===== src/chm_pkg.sv =====
// ----------------------------------------------------------------------------
// chm_pkg: shared types and constants of the channel hit merger
// Word formats, table sizing, opcodes and sequencer states.
// ----------------------------------------------------------------------------
package chm_pkg;

    localparam int MAX_ENTRIES = 64;
    localparam int IDX_W       = (MAX_ENTRIES > 1) ? $clog2(MAX_ENTRIES) : 1;
    localparam int CNT_W       = $clog2(MAX_ENTRIES + 1);

    localparam int CHAN_W   = 12;
    localparam int ENERGY_W = 32;
    localparam int TIME_W   = 32;

    localparam logic OP_HIT = 1'b0;
    localparam logic OP_EOE = 1'b1;

    typedef struct packed {
        logic                op;
        logic [CHAN_W-1:0]   channel;
        logic [ENERGY_W-1:0] energy;
        logic [TIME_W-1:0]   hit_time;
    } t_in_word;

    typedef struct packed {
        logic [CHAN_W-1:0]   out_channel;
        logic [ENERGY_W-1:0] energy_sum;
        logic [TIME_W-1:0]   first_time;
        logic                overflow;
        logic                last;
    } t_out_word;

    typedef struct packed {
        logic [CHAN_W-1:0]   channel;
        logic [ENERGY_W-1:0] energy;
        logic [TIME_W-1:0]   etime;
    } t_entry;

    typedef enum logic [2:0] {
        ST_IDLE,
        ST_SEARCH,
        ST_UPDATE,
        ST_EMIT_RD,
        ST_EMIT_LOAD
    } t_state;

endpackage


===== src/channel_hit_merger.sv =====
// ----------------------------------------------------------------------------
// channel_hit_merger: per-channel hit merging within one event
// Linear search over a table with one read and one write port, merge or append, and ordered
// emission of all entries at end of event.
// ----------------------------------------------------------------------------
// Hit word: busy while the table is scanned and, on a match, while the entry is updated;
// a new channel is appended if the table has room. One entry is scanned a cycle.
// End-of-event word: each entry emitted is read, then loaded into the output
// register, the load waiting while the output is stalled; an empty event only clears the overflow flag.
// Input is taken only in the idle state; the output register drains independently.
// Reset (synchronous, active low) empties the table and clears the overflow flag.
// ----------------------------------------------------------------------------
module channel_hit_merger (
    input  logic              i_clk,
    input  logic              i_rst_n,
    input  logic              i_in_valid,
    output logic              o_in_stall,
    input  chm_pkg::t_in_word i_in_word,
    output logic              o_out_valid,
    input  logic              i_out_stall,
    output chm_pkg::t_out_word o_out_word
);
    import chm_pkg::*;

    t_state    r_state, n_state;
    logic [CNT_W-1:0] r_count, n_count;
    logic      r_overflow, n_overflow;
    logic [CNT_W-1:0] r_scan, n_scan;
    logic      r_chk_vld, n_chk_vld;
    logic [IDX_W-1:0] r_chk_idx, n_chk_idx;
    logic [IDX_W-1:0] r_match_idx, n_match_idx;
    t_in_word  r_hit;
    logic      r_out_vld, n_out_vld;
    t_out_word r_out, n_out;

    t_entry    r_mem [MAX_ENTRIES];
    t_entry    r_rd_data;
    logic      rd_en;
    logic [IDX_W-1:0] rd_addr;
    logic      wr_en;
    logic [IDX_W-1:0] wr_addr;
    t_entry    wr_data;

    logic      in_acc;
    logic      out_free;
    logic      issue;
    logic      match;
    logic      nomatch_done;
    logic      emit_last;
    logic [ENERGY_W:0] sum_ext;
    logic [ENERGY_W-1:0] sat_sum;
    logic [TIME_W-1:0]   min_time;

    assign o_in_stall  = (r_state != ST_IDLE);
    assign in_acc      = i_in_valid && !o_in_stall;
    assign o_out_valid = r_out_vld;
    assign o_out_word  = r_out;
    assign out_free    = !r_out_vld || !i_out_stall;

    assign issue        = (r_scan < r_count);
    assign match        = r_chk_vld && (r_rd_data.channel == r_hit.channel);
    assign nomatch_done = !issue && !r_chk_vld;
    assign emit_last    = (r_scan == (r_count - CNT_W'(1)));

    assign sum_ext  = {1'b0, r_rd_data.energy} + {1'b0, r_hit.energy};
    assign sat_sum  = sum_ext[ENERGY_W] ? {ENERGY_W{1'b1}} : sum_ext[ENERGY_W-1:0];
    assign min_time = (r_rd_data.etime > r_hit.hit_time) ? r_hit.hit_time
                                                         : r_rd_data.etime;

    // next state
    always_comb begin
        n_state = r_state;
        case (r_state)
            ST_IDLE: begin
                if (in_acc) begin
                    n_state = (i_in_word.op == OP_EOE) ? ST_EMIT_RD : ST_SEARCH;
                end
            end
            ST_SEARCH: begin
                if (match) begin
                    n_state = ST_UPDATE;
                end else if (nomatch_done) begin
                    n_state = ST_IDLE;
                end
            end
            ST_UPDATE: n_state = ST_IDLE;
            ST_EMIT_RD: begin
                n_state = (r_count == '0) ? ST_IDLE : ST_EMIT_LOAD;
            end
            ST_EMIT_LOAD: begin
                if (out_free) begin
                    n_state = emit_last ? ST_IDLE : ST_EMIT_RD;
                end
            end
            default: n_state = ST_IDLE;
        endcase
    end

    // datapath control and register updates
    always_comb begin
        n_count     = r_count;
        n_overflow  = r_overflow;
        n_scan      = r_scan;
        n_chk_vld   = 1'b0;
        n_chk_idx   = r_chk_idx;
        n_match_idx = r_match_idx;
        n_out       = r_out;
        n_out_vld   = r_out_vld && i_out_stall;
        rd_en       = 1'b0;
        rd_addr     = r_scan[IDX_W-1:0];
        wr_en       = 1'b0;
        wr_addr     = r_match_idx;
        wr_data     = '{channel: r_hit.channel, energy: r_hit.energy,
                        etime: r_hit.hit_time};
        case (r_state)
            ST_IDLE: begin
                if (in_acc) begin
                    n_scan = '0;
                end
            end
            ST_SEARCH: begin
                // stop reading once matched so the read data holds
                rd_en     = issue && !match;
                n_chk_vld = rd_en;
                if (rd_en) begin
                    n_chk_idx = r_scan[IDX_W-1:0];
                    n_scan    = r_scan + CNT_W'(1);
                end
                if (match) begin
                    n_match_idx = r_chk_idx;
                end else if (nomatch_done) begin
                    if (r_count < CNT_W'(MAX_ENTRIES)) begin
                        wr_en   = 1'b1;
                        wr_addr = r_count[IDX_W-1:0];
                        n_count = r_count + CNT_W'(1);
                    end else begin
                        n_overflow = 1'b1;
                    end
                end
            end
            ST_UPDATE: begin
                wr_en   = 1'b1;
                wr_addr = r_match_idx;
                wr_data = '{channel: r_rd_data.channel, energy: sat_sum,
                            etime: min_time};
            end
            ST_EMIT_RD: begin
                if (r_count == '0) begin
                    n_overflow = 1'b0;
                end else begin
                    rd_en = 1'b1;
                end
            end
            ST_EMIT_LOAD: begin
                if (out_free) begin
                    n_out_vld = 1'b1;
                    n_out     = '{out_channel: r_rd_data.channel,
                                  energy_sum:  r_rd_data.energy,
                                  first_time:  r_rd_data.etime,
                                  overflow:    r_overflow,
                                  last:        emit_last};
                    if (emit_last) begin
                        n_count    = '0;
                        n_overflow = 1'b0;
                        n_scan     = '0;
                    end else begin
                        n_scan = r_scan + CNT_W'(1);
                    end
                end
            end
            default: ;
        endcase
    end

    always_ff @(posedge i_clk) begin
        if (!i_rst_n) begin
            r_state    <= ST_IDLE;
            r_count    <= '0;
            r_overflow <= 1'b0;
            r_chk_vld  <= 1'b0;
            r_out_vld  <= 1'b0;
            r_scan     <= '0;
        end else begin
            r_state    <= n_state;
            r_count    <= n_count;
            r_overflow <= n_overflow;
            r_chk_vld  <= n_chk_vld;
            r_out_vld  <= n_out_vld;
            r_scan     <= n_scan;
        end
    end

    always_ff @(posedge i_clk) begin
        r_chk_idx   <= n_chk_idx;
        r_match_idx <= n_match_idx;
        r_out       <= n_out;
        if (in_acc) begin
            r_hit <= i_in_word;
        end
    end

    // entry table: one write port, one registered read port
    always_ff @(posedge i_clk) begin
        if (wr_en) begin
            r_mem[wr_addr] <= wr_data;
        end
        if (rd_en) begin
            r_rd_data <= r_mem[rd_addr];
        end
    end

endmodule


===== config.mk =====
export PLATFORM = sky130hd
export DESIGN_NAME = channel_hit_merger
export DESIGN_NICKNAME = d
export VERILOG_FILES = /design/src/chm_pkg.sv /design/src/channel_hit_merger.sv
export SDC_FILE = /design/constraint.sdc
export NUM_CORES = 2
export LEC_CHECK = 0
export BUFFER_PORTS_ARGS = -buffer_cell sky130_fd_sc_hd__buf_2
export CAP_MARGIN = 10
export CORE_MARGIN = 5
export CORE_UTILIZATION = 45
export CTS_CLUSTER_SIZE = 28
export DETAILED_ROUTE_END_ITERATION = 16
export MAX_ROUTING_LAYER = met4
export PLACE_DENSITY_LB_ADDON = 0.12
export SYNTH_ARGS = -nofsm -noshare
export SYNTH_HDL_FRONTEND = slang
export SYNTH_MEMORY_MAX_BITS = 65536
export SYNTH_SLANG_ARGS = --single-unit
export TNS_END_PERCENT = 1

===== constraint.sdc =====
create_clock -name i_clk -period 19.58 [get_ports i_clk]
set_clock_uncertainty 0.15 [all_clocks]
set_input_delay 1.958 -clock i_clk [delete_from_list [all_inputs] [get_ports i_clk]]
set_output_delay 1.958 -clock i_clk [all_outputs]
set_load 0.1 [all_outputs]

==> reports/qor.log <==
qor: sta.hold_slack 0.270 ns
qor: cells_and_area.area.growth.synth_to_final 13.5%
qor: route.detail-route-antenna-nets 0
qor: setup_path.timing.critical_path.mode_cell sky130_fd_sc_hd__buf_4
qor: global_routing.aggregate_global_route_resource_usage 25.4%
qor: global_routing.top_usage_layer met2
qor: setup_path.timing.critical_path.cells buf_4 -> buf_4 -> buf_4 -> buf_4 -> buf_4 -> mux4_2 -> mux4_2 -> mux4_2
qor: floorplan.floorplan.io_pins 161
qor: clock_network.cts.repair.resized 0
qor: setup_path.critical_path_buffer_and_inverter_count 5
qor: cells_and_area.mostFrequentLayoutCell sky130_fd_sc_hd__edfxtp_1
qor: logic_synthesis.synth_async_sr_flop_share 0%
qor: route.total_routed_wirelength 562000 um
qor: placed_design.dp_hpwl 289000 um
qor: clock_network.root_buffer_master sky130_fd_sc_hd__clkbuf_16
qor: logic_synthesis.post_synth_inst_count 7814
qor: setup_path.data_required_critical_path 20.20 ns
qor: run_status.run_status complete, no violations
qor: logic_synthesis.postSynthNetCount 7971
qor: sta.post_layout_minimum_cycle_time 7.38 ns
qor: logic_synthesis.synth_compound_gate_area_share 0.672%
qor: sta.maxSlewViolCount 0
qor: setup_path.cp_slowest_cell sky130_fd_sc_hd__dfxtp_4
qor: sta.achievable-frequency 135 MHz
qor: global_routing.gr-usage-met1 36.1%
qor: cells_and_area.post_route_cells_drive_above_1_share 32.3%
qor: global_routing.gr-usage-met2 39.2%
qor: sta.post-route-period-util 37.7%
qor: logic_synthesis.post_synth_adder_cell_area 0.489%
qor: logic_synthesis.synth_edf_count 5106
qor: sta.finalSetupViolations 0
qor: clock_network.cts_htree_levels 6
qor: floorplan.floorplan.initialDensity 45.2%
qor: placed_design.gpl.final_weighted_congestion 0.840
qor: placed_design.placement.io_buffers 160
qor: clock_network.clk_pin_slew_worst_paths 0.06 ns
qor: logic_synthesis.synth-warning-count 0
qor: logic_synthesis.synth.lib_cells_used.distinct 65
qor: sta.slew_headroom 13.2%
qor: power.leakagePower 67.1 nW
qor: logic_synthesis.syn-mean-instance-area 25.1 um2
qor: clock_network.cts-buffers-inserted 547
qor: global_routing.maximum_number_of_pins_on_one_net_before_global_route_repair 148
qor: power.power.ir.vdd_worst 0.0000961 V
qor: logic_synthesis.dominant_combinational_cell_family_by_area_after_synthesis multiplexers
qor: sta.totalNegativeSetupSlack 0 ns
qor: global_routing.grt_antenna_before_repair 13
qor: route.dr.pass1.iters 6
qor: setup_path.critical_path_class flip-flop to flip-flop
qor: floorplan.placeableCoreArea 434000 um2
qor: route.viasPerCell 6.31
qor: global_routing.vias_in_the_first_global_route 93300
qor: route.wl_per_cell 38.4 um
qor: floorplan.height_of_the_die 670 um
qor: global_routing.use_met3 4.02%
qor: setup_path.kind_of_start_point_of_the_critical_path flip-flop
qor: floorplan.floorplan.die_area 449000 um2
qor: setup_path.critPathMaxStageDelay 0.96 ns
qor: floorplan.die-width 670 um
qor: logic_synthesis.synth-xor-area-share 0.241%
qor: logic_synthesis.mappedNetlistArea 196000 um2
qor: clock_network.holdBufCountCts 0
qor: clock_network.clock_latency_on_the_worst_skew_pair 1.05 ns
qor: setup_path.crit_fanout 64
qor: logic_synthesis.synth_sequential_area_ratio 78.4%
qor: flow_run.maxCapViolCount 0
qor: clock_network.postCtsSetupBuffers 0
qor: cells_and_area.final_cell_mix 5106 x sky130_fd_sc_hd__edfxtp_1, 1588 x sky130_fd_sc_hd__mux4_2, 553 x sky130_fd_sc_hd__clkbuf_16
qor: power.power.density 109 nW/um2
qor: logic_synthesis.post_synth_and_or_nand_nor_area_fraction 0.693%
qor: setup_path.critical_path.top_delay_family buffers and inverters
qor: sta.report.final.hold_viol_count 0
qor: logic_synthesis.synthFlopType sky130_fd_sc_hd__edfxtp_1
qor: global_routing.global_route.overflow_total 0
qor: min_path.worst_hold_path_type flip-flop to flip-flop
qor: logic_synthesis.synth_mux_area_share 18.5%
qor: floorplan.rows 242
qor: setup_path.cp_data_arrival_time 8.00 ns
qor: route.detailedRoute.firstIterationViolations 11900
qor: cells_and_area.num-nets-final 8615
qor: cells_and_area.fill_cells 33600
qor: clock_network.cts_buffer_depth 4
qor: global_routing.grt_first_pass_wirelength 773000 um
qor: clock_network.clock_tree_from_tritoncts yes
qor: sta.rsz0062_at_grt no
qor: route.post-route-drc-count 0
qor: sta.max_slew.worst_pin.slew 1.30 ns
qor: setup_path.critPathCaptureType flip-flop
qor: logic_synthesis.synth_seq_cells 5126
qor: route.num_vias 92400
qor: clock_network.tritoncts_num_sinks 5126
[state kept, by name, summed over array words and instances, names as in the netlist]
name / count
o_out_word: 78
o_out_valid: 1
r_chk_vld: 1
r_count: 7
r_state: 3
r_match_idx: 6
r_mem: 4864
r_rd_data: 76
r_hit: 76
r_overflow: 1
r_scan: 7
r_chk_idx: 6
[metrics by stage]
stage	power, mW	instance area, um2	worst slack, ns	instances	utilization [%]
6_report	24.3	223000	12.20	14600	51.2
5_1_grt	25.1	223000	12.00	14600	51.2
4_1_cts	24.5	222000	12.20	14600	51.2
3_5_place_dp	14.7	206000	12.19	13600	47.3
3_3_place_gp	14.7	206000	12.25	13600	47.3
2_1_floorplan	14.1	196000	12.84	7814	-
[cells by family (layout without fill, tap and decap cells)]
group / count (synthesis) / in the layout
buffers and inverters: 434 / 1510
DFF: 5126 / 5126
AOI/OAI and AO/OA: 196 / 196
other: 0 / 11
adders and majority gates: 76 / 76
and+or+nand+nor: 297 / 297
muxes: 1631 / 1631
xor gates and xnor gates: 54 / 54
[worst register-to-register path, cell delays in order, from the launching register on]
cell,delay [ns]
sky130_fd_sc_hd__dfxtp_4,0.96
sky130_fd_sc_hd__buf_4,0.86
sky130_fd_sc_hd__buf_4,1.04
sky130_fd_sc_hd__buf_4,0.97
sky130_fd_sc_hd__buf_4,0.83
sky130_fd_sc_hd__buf_4,0.81
sky130_fd_sc_hd__mux4_2,0.49
sky130_fd_sc_hd__mux4_2,0.53
sky130_fd_sc_hd__mux4_2,0.49
[where the power goes]
part	switching [mW]	total, mW	internal (mW)
registers	0.0448	12.5	12.4
logic	1.15	1.98	0.834
clock network	4.30	9.84	5.54
total	5.49	24.3	18.8
[metal layers]
| layer | share of wire (%) | up-vias |
|---|---|---|
| met2 | 48 | 4147 |
| met5 | 0 | - |
| li1 | - | 35400 |
| met3 | 7.2 | 781 |
| met1 | 42 | 52000 |
| met4 | 2.8 | 0 |
[layout make-up]
| class | instances | area, um2 | area share, % |
|---|---|---|---|
| antenna | 11 | 27.5 | 0.0124 |
| clock buffer | 688 | 14400 | 6.46 |
| clock inverter | 293 | 2540 | 1.14 |
| inverter | 51 | 196 | 0.0883 |
| multi-input combinational | 2254 | 41000 | 18.4 |
| sequential | 5126 | 154000 | 69.1 |
| tap | 5734 | 7170 | 3.22 |
| timing repair buffer | 478 | 3430 | 1.54 |
[cell usage after synthesis, types with 4 or more instances]
master	instances	area, um2
sky130_fd_sc_hd__nand2b_1	12	75.1
sky130_fd_sc_hd__mux4_1	8	210
sky130_fd_sc_hd__nand2_1	90	338
sky130_fd_sc_hd__nand4_1	18	113
sky130_fd_sc_hd__xnor2_1	38	333
sky130_fd_sc_hd__a21o_1	21	158
sky130_fd_sc_hd__inv_1	50	188
sky130_fd_sc_hd__clkbuf_1	235	882
sky130_fd_sc_hd__buf_6	8	90.1
sky130_fd_sc_hd__nand3_1	20	100
sky130_fd_sc_hd__nor2_1	106	398
sky130_fd_sc_hd__nor3_1	13	65.1
sky130_fd_sc_hd__buf_2	104	521
sky130_fd_sc_hd__o31ai_1	5	37.5
sky130_fd_sc_hd__a21oi_1	48	240
sky130_fd_sc_hd__o21a_1	9	67.6
sky130_fd_sc_hd__buf_4	14	105
sky130_fd_sc_hd__dfxtp_1	20	400
sky130_fd_sc_hd__edfxtp_1	5106	153000
sky130_fd_sc_hd__mux4_2	1588	35800
sky130_fd_sc_hd__nor2b_1	10	62.6
sky130_fd_sc_hd__a211oi_1	4	30.0
sky130_fd_sc_hd__o21ai_0	25	125
sky130_fd_sc_hd__o22ai_1	5	31.3
sky130_fd_sc_hd__xor2_1	16	140
sky130_fd_sc_hd__and2_1	10	62.6
sky130_fd_sc_hd__buf_1	20	75.1
sky130_fd_sc_hd__o22a_1	31	272
sky130_fd_sc_hd__o21ai_1	19	95.1
sky130_fd_sc_hd__mux2_1	32	360
sky130_fd_sc_hd__ha_1	75	938
[final timing paths]
kind                     startpoint                  endpoint  slack [ns]  cells past startpoint
max          r_scan[1]$_SDFFE_PN0P_   r_rd_data[41]$_DFFE_PP_       12.20                      8
min          r_chk_idx[4]$_DFFE_PP_  r_match_idx[4]$_DFFE_PP_        0.27                      0
max reg2reg  r_scan[1]$_SDFFE_PN0P_   r_rd_data[41]$_DFFE_PP_       12.20                      8
min reg2reg  r_chk_idx[4]$_DFFE_PP_  r_match_idx[4]$_DFFE_PP_        0.27                      0
No activity file was read; power rests on OpenSTA's default activity.
